File: src/rtl/btop_pkg.sv
// btop_pkg: shared constants, register codes and controller/datapath structs
// for the binomial tree option pricer. No dependencies.
`default_nettype none

package btop_pkg;

    // Tree size limit and derived index widths
    localparam int MAX_STEPS  = 1024;
    localparam int NODE_DEPTH = MAX_STEPS + 1;
    localparam int IDX_W      = $clog2(NODE_DEPTH);

    // Fixed field widths
    localparam int PRICE_W  = 32;   // Q16.16
    localparam int UP_W     = 32;   // Q2.30
    localparam int DOWN_W   = 31;   // Q1.30
    localparam int WEIGHT_W = 32;   // Q0.32
    localparam int STEP_W   = 11;

    // Configuration port
    localparam int CFG_IDX_W  = 3;
    localparam int CFG_DATA_W = 32;

    localparam logic [CFG_IDX_W-1:0] REG_STRIKE      = 3'd0;
    localparam logic [CFG_IDX_W-1:0] REG_UP_FACTOR   = 3'd1;
    localparam logic [CFG_IDX_W-1:0] REG_DOWN_FACTOR = 3'd2;
    localparam logic [CFG_IDX_W-1:0] REG_WEIGHT_UP   = 3'd3;
    localparam logic [CFG_IDX_W-1:0] REG_WEIGHT_DOWN = 3'd4;
    localparam logic [CFG_IDX_W-1:0] REG_STEP_COUNT  = 3'd5;
    localparam logic [CFG_IDX_W-1:0] REG_IS_CALL     = 3'd6;
    localparam logic [CFG_IDX_W-1:0] REG_EARLY_EX    = 3'd7;

    // Reset values
    localparam logic [PRICE_W-1:0]  RST_STRIKE      = 32'd6553600;
    localparam logic [UP_W-1:0]     RST_UP_FACTOR   = 32'd1073741824;
    localparam logic [DOWN_W-1:0]   RST_DOWN_FACTOR = 31'd1073741824;
    localparam logic [WEIGHT_W-1:0] RST_WEIGHT      = 32'd2147483648;
    localparam logic [STEP_W-1:0]   RST_STEP_COUNT  = 11'd1024;

    typedef struct packed {
        logic [PRICE_W-1:0]  strike_price;
        logic [UP_W-1:0]     up_factor;
        logic [DOWN_W-1:0]   down_factor;
        logic [WEIGHT_W-1:0] weight_up;
        logic [WEIGHT_W-1:0] weight_down;
        logic [STEP_W-1:0]   step_count;
        logic                is_call;
        logic                early_exercise;
    } cfg_t;

    // Controller to datapath commands
    typedef struct packed {
        logic             start;      // latch spot, clear overflow flag
        logic             base_wr;    // store level base at idx
        logic             base_step;  // base times down factor
        logic             base_rd;    // fetch level base at lvl
        logic             load_spot;  // node spot from fetched base
        logic             node_rd;    // fetch children idx, idx+1
        logic             mul_up1;    // first up multiply
        logic             mul_up2;    // second up multiply
        logic             capture;    // register products and payoff
        logic             leaf;       // current level is the leaf level
        logic             last;       // root node, no write-back
        logic             load_out;   // move result to output register
        logic [IDX_W-1:0] idx;
        logic [IDX_W-1:0] lvl;
    } cmd_t;

    typedef struct packed {
        logic out_free;
    } status_t;

endpackage

`default_nettype wire

File: src/rtl/btop_ctrl.sv
// btop_ctrl: sequencer that walks base chain, leaf level and fold levels.
// Depends on btop_pkg; drives btop_datapath through cmd_t.
`default_nettype none

module btop_ctrl
    import btop_pkg::*;
(
    input  wire logic                clk,
    input  wire logic                rst_n,
    input  wire logic [STEP_W-1:0]   step_count,
    input  wire logic                in_valid,
    output logic                     in_ready,
    input  wire status_t             status,
    output cmd_t                     cmd
);

    localparam logic [2:0] ST_IDLE   = 3'd0;
    localparam logic [2:0] ST_BASE   = 3'd1;
    localparam logic [2:0] ST_LVL_RD = 3'd2;
    localparam logic [2:0] ST_LVL_LD = 3'd3;
    localparam logic [2:0] ST_NODE_A = 3'd4;
    localparam logic [2:0] ST_NODE_B = 3'd5;
    localparam logic [2:0] ST_FINISH = 3'd6;

    logic [2:0]       state_reg, state_next;
    logic [IDX_W-1:0] n_reg, n_next;
    logic [IDX_W-1:0] lvl_reg, lvl_next;
    logic [IDX_W-1:0] idx_reg, idx_next;
    logic [IDX_W-1:0] n_clamped;
    logic             accept;
    logic             idx_at_end;
    logic             base_at_end;

    assign in_ready    = (state_reg == ST_IDLE);
    assign accept      = in_valid && in_ready;
    assign idx_at_end  = (idx_reg == lvl_reg);
    assign base_at_end = (idx_reg == n_reg);

    always_comb
    begin
        if (32'(step_count) > 32'(MAX_STEPS))
            n_clamped = IDX_W'(MAX_STEPS);
        else
            n_clamped = IDX_W'(step_count);
    end

    always_comb
    begin
        cmd           = '0;
        cmd.idx       = idx_reg;
        cmd.lvl       = lvl_reg;
        cmd.leaf      = (lvl_reg == n_reg);
        cmd.last      = idx_at_end && (lvl_reg == '0);
        cmd.start     = accept;
        cmd.base_wr   = (state_reg == ST_BASE);
        cmd.base_step = (state_reg == ST_BASE) && !base_at_end;
        cmd.base_rd   = (state_reg == ST_LVL_RD);
        cmd.load_spot = (state_reg == ST_LVL_LD);
        cmd.node_rd   = (state_reg == ST_NODE_A) && !cmd.leaf;
        cmd.mul_up1   = (state_reg == ST_NODE_A) && !idx_at_end;
        cmd.mul_up2   = (state_reg == ST_NODE_B) && !idx_at_end;
        cmd.capture   = (state_reg == ST_NODE_B);
        cmd.load_out  = (state_reg == ST_FINISH) && status.out_free;
    end

    always_comb
    begin
        state_next = state_reg;
        n_next     = n_reg;
        lvl_next   = lvl_reg;
        idx_next   = idx_reg;
        unique case (state_reg)
            ST_IDLE:
            begin
                if (accept)
                begin
                    n_next     = n_clamped;
                    idx_next   = '0;
                    state_next = ST_BASE;
                end
            end
            ST_BASE:
            begin
                if (base_at_end)
                begin
                    lvl_next   = n_reg;
                    state_next = ST_LVL_RD;
                end
                else
                begin
                    idx_next = idx_reg + 1'b1;
                end
            end
            ST_LVL_RD:
            begin
                idx_next   = '0;
                state_next = ST_LVL_LD;
            end
            ST_LVL_LD:
            begin
                state_next = ST_NODE_A;
            end
            ST_NODE_A:
            begin
                state_next = ST_NODE_B;
            end
            ST_NODE_B:
            begin
                if (!idx_at_end)
                begin
                    idx_next   = idx_reg + 1'b1;
                    state_next = ST_NODE_A;
                end
                else if (lvl_reg == '0)
                begin
                    state_next = ST_FINISH;
                end
                else
                begin
                    lvl_next   = lvl_reg - 1'b1;
                    state_next = ST_LVL_RD;
                end
            end
            ST_FINISH:
            begin
                if (status.out_free)
                    state_next = ST_IDLE;
            end
            default:
            begin
                state_next = ST_IDLE;
            end
        endcase
    end

    always_ff @(posedge clk or negedge rst_n)
    begin
        if (!rst_n)
        begin
            state_reg <= ST_IDLE;
            n_reg     <= '0;
            lvl_reg   <= '0;
            idx_reg   <= '0;
        end
        else
        begin
            state_reg <= state_next;
            n_reg     <= n_next;
            lvl_reg   <= lvl_next;
            idx_reg   <= idx_next;
        end
    end

endmodule

`default_nettype wire

File: config.mk
export PLATFORM = sky130hd
export DESIGN_NAME = btop_ctrl
export DESIGN_NICKNAME = d
export VERILOG_FILES = /design/src/rtl/btop_pkg.sv /design/src/rtl/btop_ctrl.sv
export SDC_FILE = /design/constraint.sdc
export NUM_CORES = 1
export LEC_CHECK = 0
export BUFFER_PORTS_ARGS = -buffer_cell sky130_fd_sc_hd__buf_4
export CAP_MARGIN = 15
export CORE_ASPECT_RATIO = 0.7
export CORE_MARGIN = 4
export CORE_UTILIZATION = 56
export CTS_BUF_LIST = sky130_fd_sc_hd__clkbuf_8
export DETAILED_ROUTE_END_ITERATION = 6
export PLACE_DENSITY = 0.85
export SKIP_CTS_REPAIR_TIMING = 1
export SYNTH_ARGS = -nofsm -noshare
export SYNTH_HDL_FRONTEND = slang
export SYNTH_SLANG_ARGS = --single-unit
File: constraint.sdc
create_clock -name clk -period 3.3 [get_ports clk]
set_input_delay 0.165 -clock clk [delete_from_list [all_inputs] [get_ports clk]]
set_output_delay 0.165 -clock clk [all_outputs]
set_load 0.01 [all_outputs]
## After elaboration in Yosys (flattened, before gate mapping)

Cells that the tools add are included.

- $add $sub $neg: 2
- Equal/unequal tests: 16
- Order comparisons: 1
- Multiplexer cells: 15
- Reductions and logical operators: 18

Operators with widths:

| cell | count |
|---|---|
| $mux W11 | 7 |
| $pmux W11 S4 | 1 |
| $eq A11 B11 Y1 | 3 |
| $pmux W11 S2 | 1 |
| $pmux W3 S7 | 1 |
| $mux W3 | 5 |
| $add A11 B1 Y11 const B | 1 |
| $gt A11 B11 Y1 const B | 1 |
| $logic_not A11 Y1 | 1 |
| $sub A11 B1 Y11 const B | 1 |
| $eq A3 B3 Y1 const B | 3 |
| $ne A2 B2 Y1 const B | 4 |
| $reduce_and A4 Y1 | 2 |
| $logic_and A1 B1 Y1 | 7 |
| $eq A3 B2 Y1 const B | 2 |
| $ne A2 B1 Y1 const B | 3 |
| $reduce_bool A4 Y1 | 1 |
| $eq A3 B1 Y1 const B | 1 |
| $logic_not A1 Y1 | 3 |
| $logic_not A3 Y1 | 1 |
| $reduce_and A3 Y1 | 1 |
| $reduce_and A2 Y1 | 1 |
| $reduce_bool A2 Y1 | 1 |

- Word-level logic and storage cells: 56
- Flip-flop bits (word level): 36
- Output and inout port bits: 35

## Depth between registers and ports, before layout

Gate-level depths: netlist (run 1).

- Word-level depth: 4
- Gate-level depth with buffers: 8
- Depth with buffers taken out: 7

## Worst setup path before layout (run 1)

Ideal clock, no wire load.

- Kind: register to register
- Start: register lvl_reg[6]
- End: register lvl_reg[10]
- Cell stages (with the launch flop): 9
- Buffers on the path: 3
- Clock period less this slack: 1.978 ns
- Library setup time: 0.122 ns
- Slack: 1.322 ns
- Data required time: 3.178 ns
- Arrival time: 1.857 ns
- Cell sequence: dfrtp_1 buf_4 nor4_2 nand4b_1 and4_1 buf_6 or2_1 buf_2 a32o_1

- Cells in the longest elaborated chain, start to end: 4
- Elaborated cells between the ends (all ways): 9
- Classes of those cells: 1 x add/sub; 3 x eq/ne; 3 x mux; 2 x reduce/logical

Ends and longest elaborated chain:

| element | line | source |
|---|---|---|
| from (decl) | btop_ctrl.sv:27 | `logic [IDX_W-1:0] lvl_reg, lvl_next;` |
| from (signal assigned) | btop_ctrl.sv:149 | `lvl_reg <= lvl_next;` |
| $sub A11 B1 Y11 | btop_ctrl.sv:120 | `lvl_next = lvl_reg - 1'b1;` |
| $mux W11 | btop_ctrl.sv:114 | `else if (lvl_reg == '0)` |
| $mux W11 | btop_ctrl.sv:109 | `if (!idx_at_end)` |
| $pmux W11 S2 | btop_ctrl.sv:72 | `unique case (state_reg)` |

Several ways; a longest one is shown, not always the timed one. The select of a mux whose other input is x is not followed.
A chain may end at the register's enable or synchronous reset.

## Final worst setup path (run 1)

- Start: register state_reg[2]
- End: register lvl_reg[7]

- Cells in the longest elaborated chain, start to end: 3
- Elaborated cells between the ends (all ways): 8
- Classes of those cells: 5 x eq/ne; 1 x mux; 2 x reduce/logical

Ends and longest elaborated chain:

| element | line | source |
|---|---|---|
| from (decl) | btop_ctrl.sv:25 | `logic [2:0] state_reg, state_next;` |
| from (signal assigned) | btop_ctrl.sv:147 | `state_reg <= state_next;` |
| $eq A3 B3 Y1 or $eq A3 B1 Y1 (tied branches) | btop_ctrl.sv:72 |  |
| $ne A2 B2 Y1 (no line) (tied with other cells) | - |  |
| $reduce_and A4 Y1 (no line) | - |  |

Several ways; a longest one is shown, not always the timed one.

==> results_dict.tcl, run 1 <==
set metrics [dict create \
    synthCells 312 \
    slew_headroom_pct 32.3 \
    worst_path_largest_cell_delay_ns 0.74 \
    die_area_um2 5970 \
    ys_ff_latch 36 \
    clock_skew_ns 0.00658 \
    cts-root-buf "clkbuf_8" \
    wl_um 7250 \
    pre_cts_ws_ns 0.821 \
    setup_slack_ns 0.745 \
    startpoint_type "flop" \
    crit_slowest_cell "dfrtp_1" \
    final-setup-viol-count 0 \
    drt.antenna.violating_nets 0 \
    n_fill_cell 384 \
    yosysUniqueCellTypes 48 \
    grt_pass1_vias 2222 \
    rsz0062_at_grt "false" \
    cts_tree "built" \
    clk_pin_slew_ns 0.07 \
    start_util_pct 59.8 \
    p_total_mw 2.25 \
    vias 2577 \
    ir_worst_vdd_uv 328 \
    die_h_um 65.9 \
    grt_first_pass_wirelength_um 11600 \
    cts-buffers-inserted 5 \
    period_share_pct 77.4 \
    ctsHtreeMaxLevel 2 \
    status "complete, no violations" \
    diodes 0 \
    final_hold_viol_count 0 \
    synthFlopType "dfrtp_1" \
    yosysSeqAreaShare_pct 33.6 \
    dr.pass1.iters 5 \
    dpl.hpwl_um 5460 \
    grt_antenna_before_repair 0 \
    synth_area_per_cell_um2 8.58 \
    async_flop_share_pct 100 \
    grt_max_degree 37 \
    drive_gt1_share_pct 19.2 \
    crit_type "flop to flop" \
    fin_crit_ns 2.55 \
    ios 50 \
    worst-slew-pin-transition_ns 1.01 \
    vias_per_cell 6.46 \
    port_buffers 49 \
    synth_warnings 0 \
    clock.fmax_mhz 391 \
    tns_ns 0 \
    worstPathRequired_ns 3.47 \
    core_um2 4480 \
    cts_sinks 36 \
    p_leak_nw 1.33 \
    synthesis.nets 330 \
    nets 362 \
    gp_congestion 0.960 \
    clock_path_buffers 2 \
    endpoint_kind "flop" \
    hold_ws_ns 0.107 \
    p_per_area_nw_per_um2 731 \
    path_cells "nand3b_1 > inv_1 > buf_4 > and4_1 > and4_1 > nor2_1 > a221o_1" \
    insertion_delay_ns 0.29 \
    maxCapViolations 0 \
    hp-class "input port to flop" \
    area_growth_syn_to_layout_pct 15.0 \
    syn-cell-area_um2 2680 \
    synth_edf_count 0 \
    grt_overflow 0 \
    fp-row-count 20 \
    routedWlPerCell_um 18.2 \
    grt_usage_pct 24.6 \
    finish.instance_area_um2 3080 \
    drt_iter0_drc 339 \
    cp_max_fo 22 \
    placed_cell_area_um2 2970 \
    dieWidth_um 90.6 \
    drc 0 \
    final-max-slew-violation-count 0 \
    crit_arrival_ns 2.73 \
    critical_path.most_common_cell "and4_1" \
]
[critical path, delay by kind of cell (launching register included)]
family                 cells  cell delay (ns)
AND/OR/NAND/NOR            4             1.04
flip-flops                 1             0.74
AO/OA/AOI/OAI              1             0.36
buffers and inverters      2             0.29
[synth_stat cells, types with 5 or more instances]
cell	number	area share (%)
buf_2	14	2.6
nand4_1	7	1.6
clkbuf_1	7	0.98
nand3_1	29	5.4
nand2_1	21	2.9
nand2b_1	14	3.3
xor2_1	19	6.2
nor2_1	10	1.4
a21oi_1	9	1.7
inv_1	9	1.3
and3_1	8	1.9
xnor2_1	14	4.6
nor4_1	5	1.2
dfrtp_1	36	34
nor3_1	17	3.2
o21ai_0	21	3.9
[layout make-up]
cell class / instances / area, µm² / share of cell area [%]
inverters: 9 / 33.8 / 1.10
repair buffers: 52 / 393 / 12.8
well taps: 55 / 68.8 / 2.23
clock buffers: 7 / 96.3 / 3.13
multi-input cells: 240 / 1590 / 51.5
flip-flops and latches: 36 / 901 / 29.3
[kinds of logic after synthesis]
group	Yosys count	share of synthesized area, %
AOI/OAI and AO/OA	60	14.7
xor gates and xnor gates	33	10.8
DFF	36	33.6
adders and majority gates	3	1.40
buffers and inverters	36	7.10
and+or+nand+nor	140	30.9
muxes	4	1.50
[report_power, final]
group          total, mW  switching [mW]  internal [mW]
registers          0.904           0.328          0.576
clock network      0.337           0.151          0.186
logic               1.01           0.527          0.482
total               2.25            1.01           1.24
[path summary, 6_finish.rpt]
kind                       slack (ns)          start  depth (start not counted)            to
min reg2reg                      0.58       n_reg[3]                          2      n_reg[3]
min in group asynchronous        0.37          rst_n                          2  state_reg[0]
max                              0.75   state_reg[2]                          7    lvl_reg[7]
max in group asynchronous        2.60          rst_n                          2      n_reg[8]
max reg2reg                      0.75   state_reg[2]                          7    lvl_reg[7]
min                              0.11  step_count[5]                          2      n_reg[5]
[metal layers]
layer,vias up,track usage [%],wire length [µm]
li1,1199,-,-
met1,1193,36.2,3210
met2,168,35.9,3080
met3,17,6.03,853
met4,0,6.68,115
met5,-,0,0
[placed cells by master (no fill, tap or decap), types with 3 or more instances in the layout]
cell type	count
o221ai_1	3
nor2_1	10
nand2_1	21
or4_1	4
clkbuf_8	7
xnor2_1	14
nor2b_1	3
a22o_1	3
o211ai_1	4
and3_1	8
nor3_1	17
o21ai_0	21
o31ai_1	4
nor4_1	5
nor4_2	4
ha_1	3
buf_4	51
dfrtp_1	36
a211oi_1	4
a21oi_1	9
nand3_1	29
and4_1	3
xor2_1	19
mux2i_1	4
nand2b_1	14
nor3b_1	4
nand4_1	7
inv_1	9
[through the flow]
stage | utilization, % | cells
after floorplan | - | 312
after global placement | 66.4 | 391
after detailed placement | 66.4 | 391
after CTS | 68.5 | 398
after global routing | 68.7 | 399
final | 68.7 | 399
No activity file was read; power rests on OpenSTA's default activity.
==> run 2: changes to the inputs <==
- CORE_UTILIZATION: 56 -> 52
- PLACE_DENSITY: 0.85 -> 0.83
- clock period: 3.3 -> 2.1 ns (I/O delays scaled with it)
==> results_dict.tcl, run 2 (synthesized netlist as in run 1, its figures left out) <==
set metrics [dict create \
    wl_um 8270 \
    grt_antenna_before_repair 0 \
    final-max-slew-violation-count 0 \
    dr.pass1.iters 5 \
    reg2reg_to "lvl_reg[9]" \
    gp_congestion 0.976 \
    hp-class "input port to flop" \
    cts-root-buf "clkbuf_8" \
    clock.fmax_mhz 487 \
    grt_usage_pct 25.9 \
    vias_per_cell 6.17 \
    worst_path_largest_cell_delay_ns 0.48 \
    fin_crit_ns 2.05 \
    worstSetupStartpoint "idx_reg[8]" \
    grt_overflow 0 \
    clock_skew_ns 0.00746 \
    grt_pass1_vias 2498 \
    dieWidth_um 93.8 \
    final_common_cell "buf_4" \
    drt.antenna.violating_nets 0 \
    crit_type "flop to flop" \
    drc 0 \
    vias 2762 \
    insertion_delay_ns 0.29 \
    cts_tree "built" \
    cp_max_fo 7 \
    worst-slew-pin-transition_ns 0.566 \
    nets 396 \
    ir_worst_vdd_uv 622 \
    grt_max_degree 37 \
    crit_end "lvl_reg[9]" \
    final-setup-viol-count 0 \
    p_comb_share_pct 53.1 \
    cts-buffers-inserted 5 \
    fp-row-count 21 \
    p_switching_mw 1.74 \
    final_util_pct 69.8 \
    die_area_um2 6380 \
    crit_slowest_cell "nor4_2" \
    crit_arrival_ns 2.23 \
    final_cell_mix "84 x buf_4, 27 x nand3_1, 27 x dfrtp_1" \
    clk_pin_slew_ns 0.08 \
    n_fill_cell 413 \
    cts_sinks 36 \
    path_cells "xor2_1 > nor4_2 > and3_2 > nor2_1 > a221o_1" \
    r2r_slack_ns 0.05 \
    internal-power_mw 2.24 \
    drive_gt1_share_pct 30.6 \
    power_frac_seq_pct 31.7 \
    worstPathRequired_ns 2.27 \
    clock_path_buffers 2 \
    final_hold_viol_count 0 \
    p_leak_nw 1.50 \
    ios 50 \
    p_per_area_nw_per_um2 1170 \
    power_frac_clock_pct 15.2 \
    endpoint_kind "flop" \
    slew_headroom_pct 62.1 \
    drt_iter0_drc 338 \
    dpl.hpwl_um 6050 \
    rsz0062_at_grt "true" \
    area_growth_syn_to_layout_pct 27.3 \
    grt_first_pass_wirelength_um 12800 \
    p_sw_share_pct 43.8 \
    port_buffers 49 \
    reg2reg_depth 5 \
    tns_ns 0 \
    core_um2 4890 \
    ctsHtreeMaxLevel 2 \
    rr_startpoint "idx_reg[8]" \
    maxCapViolations 0 \
    routedWlPerCell_um 18.5 \
    period_share_pct 97.7 \
    start_util_pct 54.8 \
    diodes 0 \
    startpoint_type "flop" \
    die_h_um 68.0 \
    status "complete, no violations" \
]
run 2: how the worst min path moves through the flow:
| stage | from | end | slack (ns) | cells past startpoint |
|---|---|---|---|---|
| 2_1_floorplan | rst_n | idx_reg[0] | -0.19 | 0 |
| 3_3_place_gp | rst_n | state_reg[2] | 0.09 | 1 |
| 3_5_place_dp | rst_n | state_reg[2] | 0.1 | 1 |
| 4_1_cts | rst_n | idx_reg[6] | -0.22 | 1 |
| 5_1_grt | step_count[6] | n_reg[6] | 0.04 | 2 |
| 6_report | step_count[5] | n_reg[5] | 0.05 | 2 |
run 2: layout make-up:
cell class	instances	area (µm²)	share of cell area, %
multi-input combinational	240	1620	47.4
clock buffer	5	68.8	2.02
tap	69	86.3	2.53
inverter	9	33.8	0.991
sequential	36	912	26.8
clock inverter	3	38.8	1.14
timing repair buffer	86	652	19.1
run 2: power groups by stage:
stage               Sequential [mW]  Clock, mW  Combinational [mW]
floorplan                      1.20          0                1.20
global placement               1.26          0                1.91
detailed placement             1.27          0                1.96
CTS                            1.25      0.618                1.98
global route                   1.29      0.641                2.30
finish                         1.26      0.606                2.12
run 2: metal layers:
| metal | routed length, µm | vias to the layer above | GRT usage [%] |
|---|---|---|---|
| met1 | 3670 | 1300 | 36.5 |
| met5 | 0 | - | 0 |
| li1 | - | 1261 | - |
| met2 | 3560 | 183 | 39.4 |
| met3 | 941 | 18 | 7.47 |
| met4 | 105 | 0 | 6.13 |
run 2: per-stage QoR:
step	std cells	area [µm²]	worst slack, ns	power, mW	hold WS (ns)
floorplan	312	2680	0.122	2.41	-0.191
global placement	434	3210	0.178	3.17	0.0931
detailed placement	434	3210	0.131	3.23	0.0978
CTS	442	3320	-0.00913	3.85	-0.222
global route	448	3410	-0.0355	4.22	0.0444
finish	448	3410	0.0484	3.99	0.0471
run 2: worst max-delay path: cells and delay by family, from the launching register on:
kind,cells,cell delay [ns]
AO/OA/AOI/OAI,1,0.37
XOR/XNOR,1,0.19
AND/OR/NAND/NOR,3,0.91
flip-flops,1,0.47
==> run 3: changes to the inputs <==
- clock period: 2.1 -> 1.67 ns (I/O delays scaled with it)
==> results_dict.tcl, run 3 (synthesized netlist as in run 1, its figures left out) <==
set metrics [dict create \
    drive_gt1_share_pct 47.0 \
    die_area_um2 6380 \
    ir_worst_vdd_uv 972 \
    wl_met2_um 4760 \
    cts_tree "built" \
    stdcell_count 509 \
    cts_sinks 36 \
    insertion_delay_ns 0.30 \
    start_util_pct 54.8 \
    p_leak_nw 1.83 \
    dp.cells 488 \
    crit_type "flop to output port" \
    p_comb_share_pct 62.4 \
    dr.pass1.iters 5 \
    period_share_pct 128 \
    setup_slack_ns -0.469 \
    cp_max_fo 7 \
    final-max-slew-violation-count 0 \
    n_fill_cell 299 \
    drt.antenna.violating_nets 0 \
    routedWlPerCell_um 21.4 \
    cts-buffers-inserted 5 \
    violations "setup timing" \
    clock_skew_ns 0.00672 \
    vias_per_cell 6.43 \
    worst-slew-pin-transition_ns 0.527 \
    fin_crit_ns 2.14 \
    ios 50 \
    grt_pass1_vias 2787 \
    slew_headroom_pct 64.9 \
    port_buffers 49 \
    grt_max_degree 37 \
    final_cell_mix "140 x buf_4, 25 x dfrtp_1, 24 x nand3_1" \
    clk_pin_slew_ns 0.08 \
    drt_iter0_drc 426 \
    tns_ns -9.74 \
    dieWidth_um 93.8 \
    status "finished with violations" \
    dpl.hpwl_um 6980 \
    hp-class "input port to flop" \
    p_sw_share_pct 44.4 \
    nets 457 \
    final-setup-viol-count 41 \
    p_per_area_nw_per_um2 1530 \
    area_growth_syn_to_layout_pct 53.4 \
    final_common_cell "buf_4" \
    p_switching_mw 2.79 \
    diodes 0 \
    cts-root-buf "clkbuf_8" \
    top_layer_used "met4" \
    clock_path_buffers 2 \
    rsz0062_at_grt "true" \
    die_h_um 68.0 \
    drc 0 \
    clock.fmax_mhz 468 \
    grt_first_pass_wirelength_um 14000 \
    worstPathRequired_ns 1.59 \
    ctsHtreeMaxLevel 2 \
    final_hold_viol_count 0 \
    wl_met1_um 4240 \
    wl_um 10900 \
    multi_input_area_um2 1820 \
    gp_congestion 1.01 \
    startpoint_type "flop" \
    crit_arrival_ns 2.06 \
    fp-row-count 21 \
    power_frac_clock_pct 12.9 \
    power_frac_seq_pct 24.7 \
    grt_overflow 0 \
    endpoint_kind "output port" \
    met3WireLength_um 1330 \
    core_um2 4890 \
    maxCapViolations 0 \
    vias 3271 \
    register_area_um2 915 \
    grt_usage_pct 29.2 \
    grt_antenna_before_repair 0 \
    internal-power_mw 3.49 \
]
[run 3: changes by cell type in the layout (fill, tap and decap cells not counted), moves of 3 or more]
cell	delta
nor4_4	+3
xor2_1	-9
a21oi_1	-3
xor2_2	+8
buf_4	+56
buf_6	+4
a21oi_2	+3
nand3_1	-3
[run 3: worst max-delay path, cell delays in order, from the launching register on]
cell	delay [ns]
dfrtp_1	0.44
buf_4	0.21
xnor2_1	0.31
nand4_1	0.17
nor3_2	0.27
buf_4	0.16
nor3_1	0.04
buf_4	0.14
[run 3: power by group through the flow]
stage,Clock [mW],Sequential [mW],Combinational [mW]
6_report,0.808,1.55,3.92
3_3_place_gp,0,1.50,3.14
2_1_floorplan,0,1.53,1.62
5_1_grt,0.831,1.57,4.11
3_5_place_dp,0,1.51,3.24
4_1_cts,0.801,1.49,3.26
[run 3: final cells by class]
| cell class | instances | share of cell area [%] |
|---|---|---|
| multi-input cells | 240 | 44.4 |
| repair buffers | 147 | 27.7 |
| flip-flops and latches | 36 | 22.3 |
| well taps | 69 | 2.10 |
| clock buffers | 5 | 1.68 |
| clock inverters | 3 | 1.04 |
| inverters | 9 | 0.823 |
[run 3: stage by stage]
step	hold slack, ns	utilization [%]	total power, mW	instance area [µm²]	setup WS [ns]
finish	0.00627	84.0	6.27	4110	-0.469
CTS	-0.253	77.7	5.55	3800	-0.511
global placement	0.0726	75.4	4.64	3680	-0.208
floorplan	-0.212	-	3.15	2770	-0.244
global route	-0.000912	84.0	6.51	4110	-0.476
detailed placement	0.0747	75.4	4.75	3680	-0.322
[run 3: worst paths after layout]
check,startpoint,to,slack (ns),depth (start not counted)
min in group asynchronous,rst_n,state_reg[2],0.31,2
worst min-delay path,step_count[4],n_reg[4],0.006,2
worst max register to register,lvl_reg[4],lvl_reg[10],-0.38,6
worst max-delay path,lvl_reg[2],cmd[28],-0.47,7
worst min register to register,n_reg[1],n_reg[1],0.64,3
max in group asynchronous,rst_n,idx_reg[7],0.98,2
[run 3: metal layers]
layer,up-vias,track usage [%]
met4,0,10.1
li1,1372,-
met2,311,45.8
met5,-,0
met1,1526,40.3
met3,62,6.15
